$ cat src/rtl/dq_pkg.sv
package dq_pkg;

    localparam int DEPTH  = 16;
    localparam int DATA_W = 32;
    localparam int CNT_W  = 5;

    localparam int IN_W   = 40;
    localparam int OUT_W  = 112;

    localparam logic [2:0] MODE_PUSH_BACK  = 3'd0;
    localparam logic [2:0] MODE_PUSH_FRONT = 3'd1;
    localparam logic [2:0] MODE_POP_BACK   = 3'd2;
    localparam logic [2:0] MODE_POP_FRONT  = 3'd3;
    localparam logic [2:0] MODE_READ       = 3'd4;
    localparam logic [2:0] MODE_WRITE      = 3'd5;
    localparam logic [2:0] MODE_INSERT     = 3'd6;
    localparam logic [2:0] MODE_ERASE      = 3'd7;

    localparam logic [1:0] ST_OK    = 2'd0;
    localparam logic [1:0] ST_EMPTY = 2'd1;
    localparam logic [1:0] ST_RANGE = 2'd2;
    localparam logic [1:0] ST_FULL  = 2'd3;

    localparam logic [1:0] OP_HOLD  = 2'd0;
    localparam logic [1:0] OP_LOAD  = 2'd1;
    localparam logic [1:0] OP_LEFT  = 2'd2;
    localparam logic [1:0] OP_RIGHT = 2'd3;

    typedef struct packed {
        logic [1:0] op;
        logic       rd_sel;
        logic       back_sel;
    } t_cell_ctl;

endpackage

$ cat src/rtl/dq_cell.sv
module dq_cell (
    input  logic                      i_clk,
    input  dq_pkg::t_cell_ctl         i_ctl,
    input  logic [dq_pkg::DATA_W-1:0] i_value,
    input  logic [dq_pkg::DATA_W-1:0] i_left,
    input  logic [dq_pkg::DATA_W-1:0] i_right,
    output logic [dq_pkg::DATA_W-1:0] o_data,
    output logic [dq_pkg::DATA_W-1:0] o_next,
    output logic [dq_pkg::DATA_W-1:0] o_rd_term,
    output logic [dq_pkg::DATA_W-1:0] o_back_term
);
    import dq_pkg::*;

    logic [DATA_W-1:0] r_data;
    logic [DATA_W-1:0] n_data;

    always_comb begin
        unique case (i_ctl.op)
            OP_LOAD:  n_data = i_value;
            OP_LEFT:  n_data = i_left;
            OP_RIGHT: n_data = i_right;
            default:  n_data = r_data;
        endcase
    end

    always_ff @(posedge i_clk) begin
        r_data <= n_data;
    end

    assign o_data      = r_data;
    assign o_next      = n_data;
    assign o_rd_term   = i_ctl.rd_sel   ? r_data : '0;
    assign o_back_term = i_ctl.back_sel ? n_data : '0;

endmodule

$ cat src/rtl/double_ended_queue_shifting.sv
// Results are registered from their requests. Throughput: one request per
// cycle unless the sink stalls a held result; every cell shifts, loads or
// holds in parallel, so a gap opens or closes as the request is taken.
// Reset (synchronous, active low) empties the deque and drops the pending
// result; cell contents are not cleared.
module double_ended_queue_shifting (
    input  logic                     i_clk,
    input  logic                     i_rst_n,
    input  logic                     i_s_axis_tvalid,
    output logic                     o_s_axis_tready,
    // mode[2:0], index[7:3], value[39:8]
    input  logic [dq_pkg::IN_W-1:0]  i_s_axis_tdata,
    output logic                     o_m_axis_tvalid,
    input  logic                     i_m_axis_tready,
    // status[1:0], read_value[33:2], front_value[65:34], back_value[97:66],
    // entry_count[102:98], position[107:103], zero[111:108]
    output logic [dq_pkg::OUT_W-1:0] o_m_axis_tdata
);
    import dq_pkg::*;

    logic              w_accept;
    logic [2:0]        w_mode;
    logic [CNT_W-1:0]  w_idx;
    logic [DATA_W-1:0] w_val;

    logic [CNT_W-1:0]  r_count;
    logic [CNT_W-1:0]  n_count;
    logic              r_out_valid;
    logic [1:0]        r_status;
    logic [31:0]       r_rd;
    logic [31:0]       r_front;
    logic [31:0]       r_back;
    logic [CNT_W-1:0]  r_out_count;
    logic [CNT_W-1:0]  r_pos;

    logic [1:0]        w_status;
    logic              w_open;
    logic              w_close;
    logic              w_load;
    logic              w_rd_en;
    logic [CNT_W-1:0]  w_at;
    logic [CNT_W-1:0]  w_pos;

    t_cell_ctl         w_ctl       [DEPTH];
    logic [DATA_W-1:0] w_data      [DEPTH];
    logic [DATA_W-1:0] w_next      [DEPTH];
    logic [DATA_W-1:0] w_rd_term   [DEPTH];
    logic [DATA_W-1:0] w_back_term [DEPTH];
    logic [DEPTH-1:0]  w_back_sel;
    logic [DATA_W-1:0] w_rd_or;
    logic [DATA_W-1:0] w_back_or;

    assign o_s_axis_tready = !r_out_valid || i_m_axis_tready;
    assign w_accept        = i_s_axis_tvalid && o_s_axis_tready;
    assign w_mode          = i_s_axis_tdata[2:0];
    assign w_idx           = i_s_axis_tdata[7:3];
    assign w_val           = i_s_axis_tdata[8 +: DATA_W];

    always_comb begin
        w_status = ST_OK;
        w_open   = 1'b0;
        w_close  = 1'b0;
        w_load   = 1'b0;
        w_rd_en  = 1'b0;
        w_at     = '0;
        w_pos    = '0;
        n_count  = r_count;
        unique case (w_mode)
            MODE_PUSH_BACK, MODE_PUSH_FRONT: begin
                if (r_count >= CNT_W'(DEPTH)) begin
                    w_status = ST_FULL;
                end else begin
                    w_open  = 1'b1;
                    w_at    = (w_mode == MODE_PUSH_BACK) ? r_count : '0;
                    n_count = r_count + 1'b1;
                end
            end
            MODE_POP_BACK, MODE_POP_FRONT: begin
                if (r_count == '0) begin
                    w_status = ST_EMPTY;
                end else begin
                    w_close = 1'b1;
                    w_rd_en = 1'b1;
                    w_at    = (w_mode == MODE_POP_BACK) ? r_count - 1'b1 : '0;
                    n_count = r_count - 1'b1;
                end
            end
            MODE_READ: begin
                if (w_idx >= r_count) begin
                    w_status = ST_RANGE;
                end else begin
                    w_rd_en = 1'b1;
                    w_at    = w_idx;
                end
            end
            MODE_WRITE: begin
                if (w_idx >= r_count) begin
                    w_status = ST_RANGE;
                end else begin
                    w_load = 1'b1;
                    w_at   = w_idx;
                end
            end
            MODE_INSERT: begin
                if (w_idx > r_count) begin
                    w_status = ST_RANGE;
                end else if (r_count >= CNT_W'(DEPTH)) begin
                    w_status = ST_FULL;
                end else begin
                    w_open  = 1'b1;
                    w_at    = w_idx;
                    w_pos   = w_idx;
                    n_count = r_count + 1'b1;
                end
            end
            default: begin
                if (w_idx >= r_count) begin
                    w_status = ST_RANGE;
                end else begin
                    w_close = 1'b1;
                    w_at    = w_idx;
                    w_pos   = w_idx;
                    n_count = r_count - 1'b1;
                end
            end
        endcase
    end

    genvar g;
    generate
        for (g = 0; g < DEPTH; g++) begin : g_cell
            localparam logic [CNT_W-1:0] CI = CNT_W'(g);
            logic [DATA_W-1:0] w_left;
            logic [DATA_W-1:0] w_right;

            if (g == 0) begin : g_first
                assign w_left = '0;
            end else begin : g_mid_l
                assign w_left = w_data[g-1];
            end
            if (g == DEPTH-1) begin : g_last
                assign w_right = '0;
            end else begin : g_mid_r
                assign w_right = w_data[g+1];
            end

            always_comb begin
                w_ctl[g].op = OP_HOLD;
                if (w_accept) begin
                    if (w_open) begin
                        if (CI == w_at) begin
                            w_ctl[g].op = OP_LOAD;
                        end else if (CI > w_at && CI <= r_count) begin
                            w_ctl[g].op = OP_LEFT;
                        end
                    end else if (w_close) begin
                        if (CI >= w_at && (CI + 1'b1) < r_count) begin
                            w_ctl[g].op = OP_RIGHT;
                        end
                    end else if (w_load && CI == w_at) begin
                        w_ctl[g].op = OP_LOAD;
                    end
                end
                w_ctl[g].rd_sel   = w_rd_en && (CI == w_at);
                w_ctl[g].back_sel = (n_count != '0) && (CI == n_count - 1'b1);
            end

            assign w_back_sel[g] = w_ctl[g].back_sel;

            dq_cell u_cell (
                .i_clk       (i_clk),
                .i_ctl       (w_ctl[g]),
                .i_value     (w_val),
                .i_left      (w_left),
                .i_right     (w_right),
                .o_data      (w_data[g]),
                .o_next      (w_next[g]),
                .o_rd_term   (w_rd_term[g]),
                .o_back_term (w_back_term[g])
            );
        end
    endgenerate

    always_comb begin
        w_rd_or   = '0;
        w_back_or = '0;
        for (int i = 0; i < DEPTH; i++) begin
            w_rd_or   = w_rd_or | w_rd_term[i];
            w_back_or = w_back_or | w_back_term[i];
        end
    end

    always_ff @(posedge i_clk) begin
        if (!i_rst_n) begin
            r_count     <= '0;
            r_out_valid <= 1'b0;
        end else begin
            if (w_accept) begin
                r_count <= n_count;
            end
            if (o_s_axis_tready) begin
                r_out_valid <= i_s_axis_tvalid;
            end
        end
    end

    always_ff @(posedge i_clk) begin
        if (w_accept) begin
            r_status    <= w_status;
            r_rd        <= 32'(w_rd_or);
            r_front     <= (n_count != '0) ? 32'(w_next[0]) : '0;
            r_back      <= 32'(w_back_or);
            r_out_count <= n_count;
            r_pos       <= w_pos;
        end
    end

    assign o_m_axis_tvalid = r_out_valid;
    assign o_m_axis_tdata  = {4'b0, r_pos, r_out_count, r_back, r_front, r_rd, r_status};

    a_count_bound: assert property (@(posedge i_clk) disable iff (!i_rst_n)
        r_count <= CNT_W'(DEPTH))
        else $error("element count above depth");

    a_push_grows: assert property (@(posedge i_clk) disable iff (!i_rst_n)
        w_accept && w_status == ST_OK &&
        (w_mode == MODE_PUSH_BACK || w_mode == MODE_PUSH_FRONT)
        |=> r_count == $past(r_count) + 1'b1)
        else $error("push did not grow the count");

    a_empty_count: assert property (@(posedge i_clk) disable iff (!i_rst_n)
        r_out_valid && r_status == ST_EMPTY |-> r_out_count == '0)
        else $error("empty status with nonzero count");

    a_back_onehot: assert property (@(posedge i_clk) disable iff (!i_rst_n)
        $onehot0(w_back_sel))
        else $error("more than one back cell selected");

    a_out_count_match: assert property (@(posedge i_clk) disable iff (!i_rst_n)
        w_accept |=> r_out_count == r_count)
        else $error("result count differs from state");

endmodule

$ cat config.mk
export PLATFORM = sky130hd
export DESIGN_NAME = double_ended_queue_shifting
export DESIGN_NICKNAME = d
export VERILOG_FILES = /design/src/rtl/dq_pkg.sv /design/src/rtl/dq_cell.sv /design/src/rtl/double_ended_queue_shifting.sv
export SDC_FILE = /design/constraint.sdc
export NUM_CORES = 2
export LEC_CHECK = 0
export BUFFER_PORTS_ARGS = -buffer_cell sky130_fd_sc_hd__buf_2
export CAP_MARGIN = 10
export CORE_ASPECT_RATIO = 1.1
export CORE_MARGIN = 2
export CORE_UTILIZATION = 40
export CTS_BUF_LIST = sky130_fd_sc_hd__clkbuf_8
export DETAILED_ROUTE_END_ITERATION = 12
export PLACE_DENSITY = 0.66
export SKIP_LAST_GASP = 1
export SLEW_MARGIN = 20
export SYNTH_ARGS = -nofsm -noshare
export SYNTH_HDL_FRONTEND = slang
export SYNTH_HIERARCHICAL = 1
export SYNTH_SLANG_ARGS = --single-unit
$ cat constraint.sdc
create_clock -name i_clk -period 7.8 [get_ports i_clk]
set_input_delay 0.39 -clock i_clk [delete_from_list [all_inputs] [get_ports i_clk]]
set_output_delay 0.39 -clock i_clk [all_outputs]
set_load 0.005 [all_outputs]
==> results.toml <==
[cts]
cts_buffers = 104
post-cts-setup-buffers = 0
cts_sinks = 626
cts-root-buf = "clkbuf_8"
ctsHtreeMaxLevel = 3
cts_tree = "yes"
clk_pin_slew_ns = 0.06
clock_latency_ns = 0.78
clockBufferDepth = 3

[worst_setup_path]
cp-start-kind = "register"
arrival_ns = 7.00
crit_required_ns = 8.28
rr_worst_depth = 13
timing.critical_path.fanout_max = 23
cp-end-kind = "register"
crit_type = "reg -> reg"

[flow_run]
maxCapViolCount = 0

[yosys]
yosysSeqAreaShare = 0.358
synth_top_family_by_area = "multiplexers"
muxShareOfSynthArea = 0.306
synth_edf_count = 108
ys_ff_latch = 626
synthArstFlopShare = 0
synthFlopType = "dfxtp_1"
synth_xor_area_frac = 0.000691
synth-simple-area-share = 0.252
synth-compound-area-share = 0.0275
syn-cell-area_sq_um = 38000
synth-adder-area-share = 0.00329
yosysWarnings = 6
post_synth_num_cell_types = 72
syn_avg_cell_area_sq_um = 12.2
synth_cells = 3115

[sta]
slew_violations = 0
max_slew_margin = 0.207
fmax_ghz = 0.153
tns_ns = 0
fin_skew_ns = 0.0454
rsz0062_at_grt = "no"
tightest_slew_ns = 1.19
finalCriticalPeriod_ns = 6.52
hold_viol = 0
setup_viol = 0
period_share = 0.836

[global_routing]
antenna_found_initial = 17
grt_overflow = 0
grt_pass1_vias = 29800
grt_pass1_wl_um = 204000
grt_usage = 0.282
grt_start_max_net_pins = 72

[cells_and_area]
areaGrowthSynthToFinish_pct = 11.0
drive_above_1_share = 0.290
fin_nets = 3346
fin_util = 0.448

[placed_design]
port_buffers = 153
gp_congestion = 0.891
place_hpwl_um = 82400

[worst_hold_path]
hold_path.class = "in -> reg"
hold_depth = 2

[power]
peakVddDrop_mv = 0.135
total_power_mw = 12.9
power_density_nw_per_um2 = 305
leakage_nw = 15.7

[floorplan]
ios = 158
fp.coreArea_sq_um = 94200
rows = 118
initial_core_util = 0.404
die_area_sq_um = 97600
die_h_um = 327
die_w_um = 298

[detailed_routing]
wl_um = 140000
vias = 30100
met2RoutedLength_um = 61500
via_per_inst = 6.47
drc = 0
dr_wl_met3_um = 16700
drt-pass1-iter-count = 7
top_layer_used = "met5"
drtIter0Drc = 4397
wl_per_cell_um = 30.1
m1WireLength_um = 53300
ant_nets = 0

[status]
status = "finished, final reports clean"
-- Yosys cell counts, types with 33 or more instances --
master	count	area, sq um
buf_2	56	280
nor3_1	33	165
and2_1	1033	6460
nor2_1	43	161
nor4_1	258	1610
nand2_1	37	139
dfxtp_1	518	10400
clkbuf_1	115	432
edfxtp_1	108	3240
buf_12	48	961
nand4_1	64	400
mux4_2	480	10800
-- layer usage --
metal  track usage  vias to the layer above
met5       0.00583                        -
met4         0.146                       10
met3        0.0848                      520
met2         0.420                     2227
met1         0.371                    15100
li1              -                    12200
-- worst paths after layout --
path	start	endpoint	slack (ns)
max	r_count[4]	r_back[5]	1.28
min	i_s_axis_tdata[6]	r_pos[3]	0.03
max reg2reg	r_count[4]	r_back[5]	1.28
min reg2reg	g_cell[0].u_cell/o_data[27]	g_cell[1].u_cell/o_data[27]	0.57
-- layout make-up --
cell class / instances / area [sq um]
Antenna cell: 6 / 15.0
Sequential cell: 626 / 13600
Fill cell: 8820 / 52000
Multi-Input combinational cell: 2296 / 23200
Inverter: 15 / 61.3
Tap cell: 1260 / 1580
Timing Repair Buffer: 249 / 1620
Clock inverter: 66 / 325
Clock buffer: 127 / 1750
-- critical path, cell delays in order, from the launching register on --
cell	delay, ns
dfxtp_1	0.86
inv_2	0.23
ha_1	0.40
a21o_1	0.26
a21oi_1	0.47
a32o_1	0.51
a21oi_2	0.26
or4_1	0.66
o22ai_4	0.82
buf_4	0.53
mux4_2	0.58
and2_1	0.18
nor4_1	0.32
nand4_1	0.15
-- report_power, final --
group,internal (mW),switching (mW),total (mW)
Combinational,2.18,1.54,3.72
Clock,1.51,1.47,2.98
Sequential,4.82,1.34,6.15
Total,8.51,4.35,12.9
-- metrics by stage --
stage               std cells  cell area, sq um  hold WS [ns]  setup WS, ns
floorplan                3182             38300         0.519          1.71
global placement         4441             40000         0.504          1.59
detailed placement       4441             40000         0.520          1.40
CTS                      4637             42200       0.00510          1.39
global route             4640             42200        0.0320         0.944
finish                   4645             42200        0.0282          1.28
-- placed cells by master (no fill, tap or decap), drive strengths merged, types with 33 or more instances in the layout --
master     n
a21oi     34
clkbuf   127
nand2     38
nor4     258
buf      246
edfxtp   108
dfxtp    518
inv       69
conb      68
nor3      33
nand4     64
and2    1065
mux4     512
nor2      43
-- repair_timing --
action | 4_1_cts | 5_1_grt
resized for setup | 0 | 0
hold buffers | 3 | 0
endpoints found under the hold margin | 4 | 0
-- registers in the layout, indices dropped and copies added, names as in the netlist --
| name | count |
|---|---|
| g_cell.u_cell/o_data | 512 |
| o_m_axis_tvalid | 1 |
| r_back | 32 |
| r_count | 5 |
| r_front | 32 |
| r_out_count | 5 |
| r_pos | 5 |
| r_rd | 32 |
| r_status | 2 |
-- cell families (layout without fill, tap and decap cells) --
kind of cell	count (synthesis)	count (layout)
xor+xnor	3	3
compound gates	149	149
mux	512	512
buf+inv	260	457
simple gates	1554	1554
flops	626	626
fa+ha+maj	10	10
other cells	1	74
(Power assumes the default switching activity.)
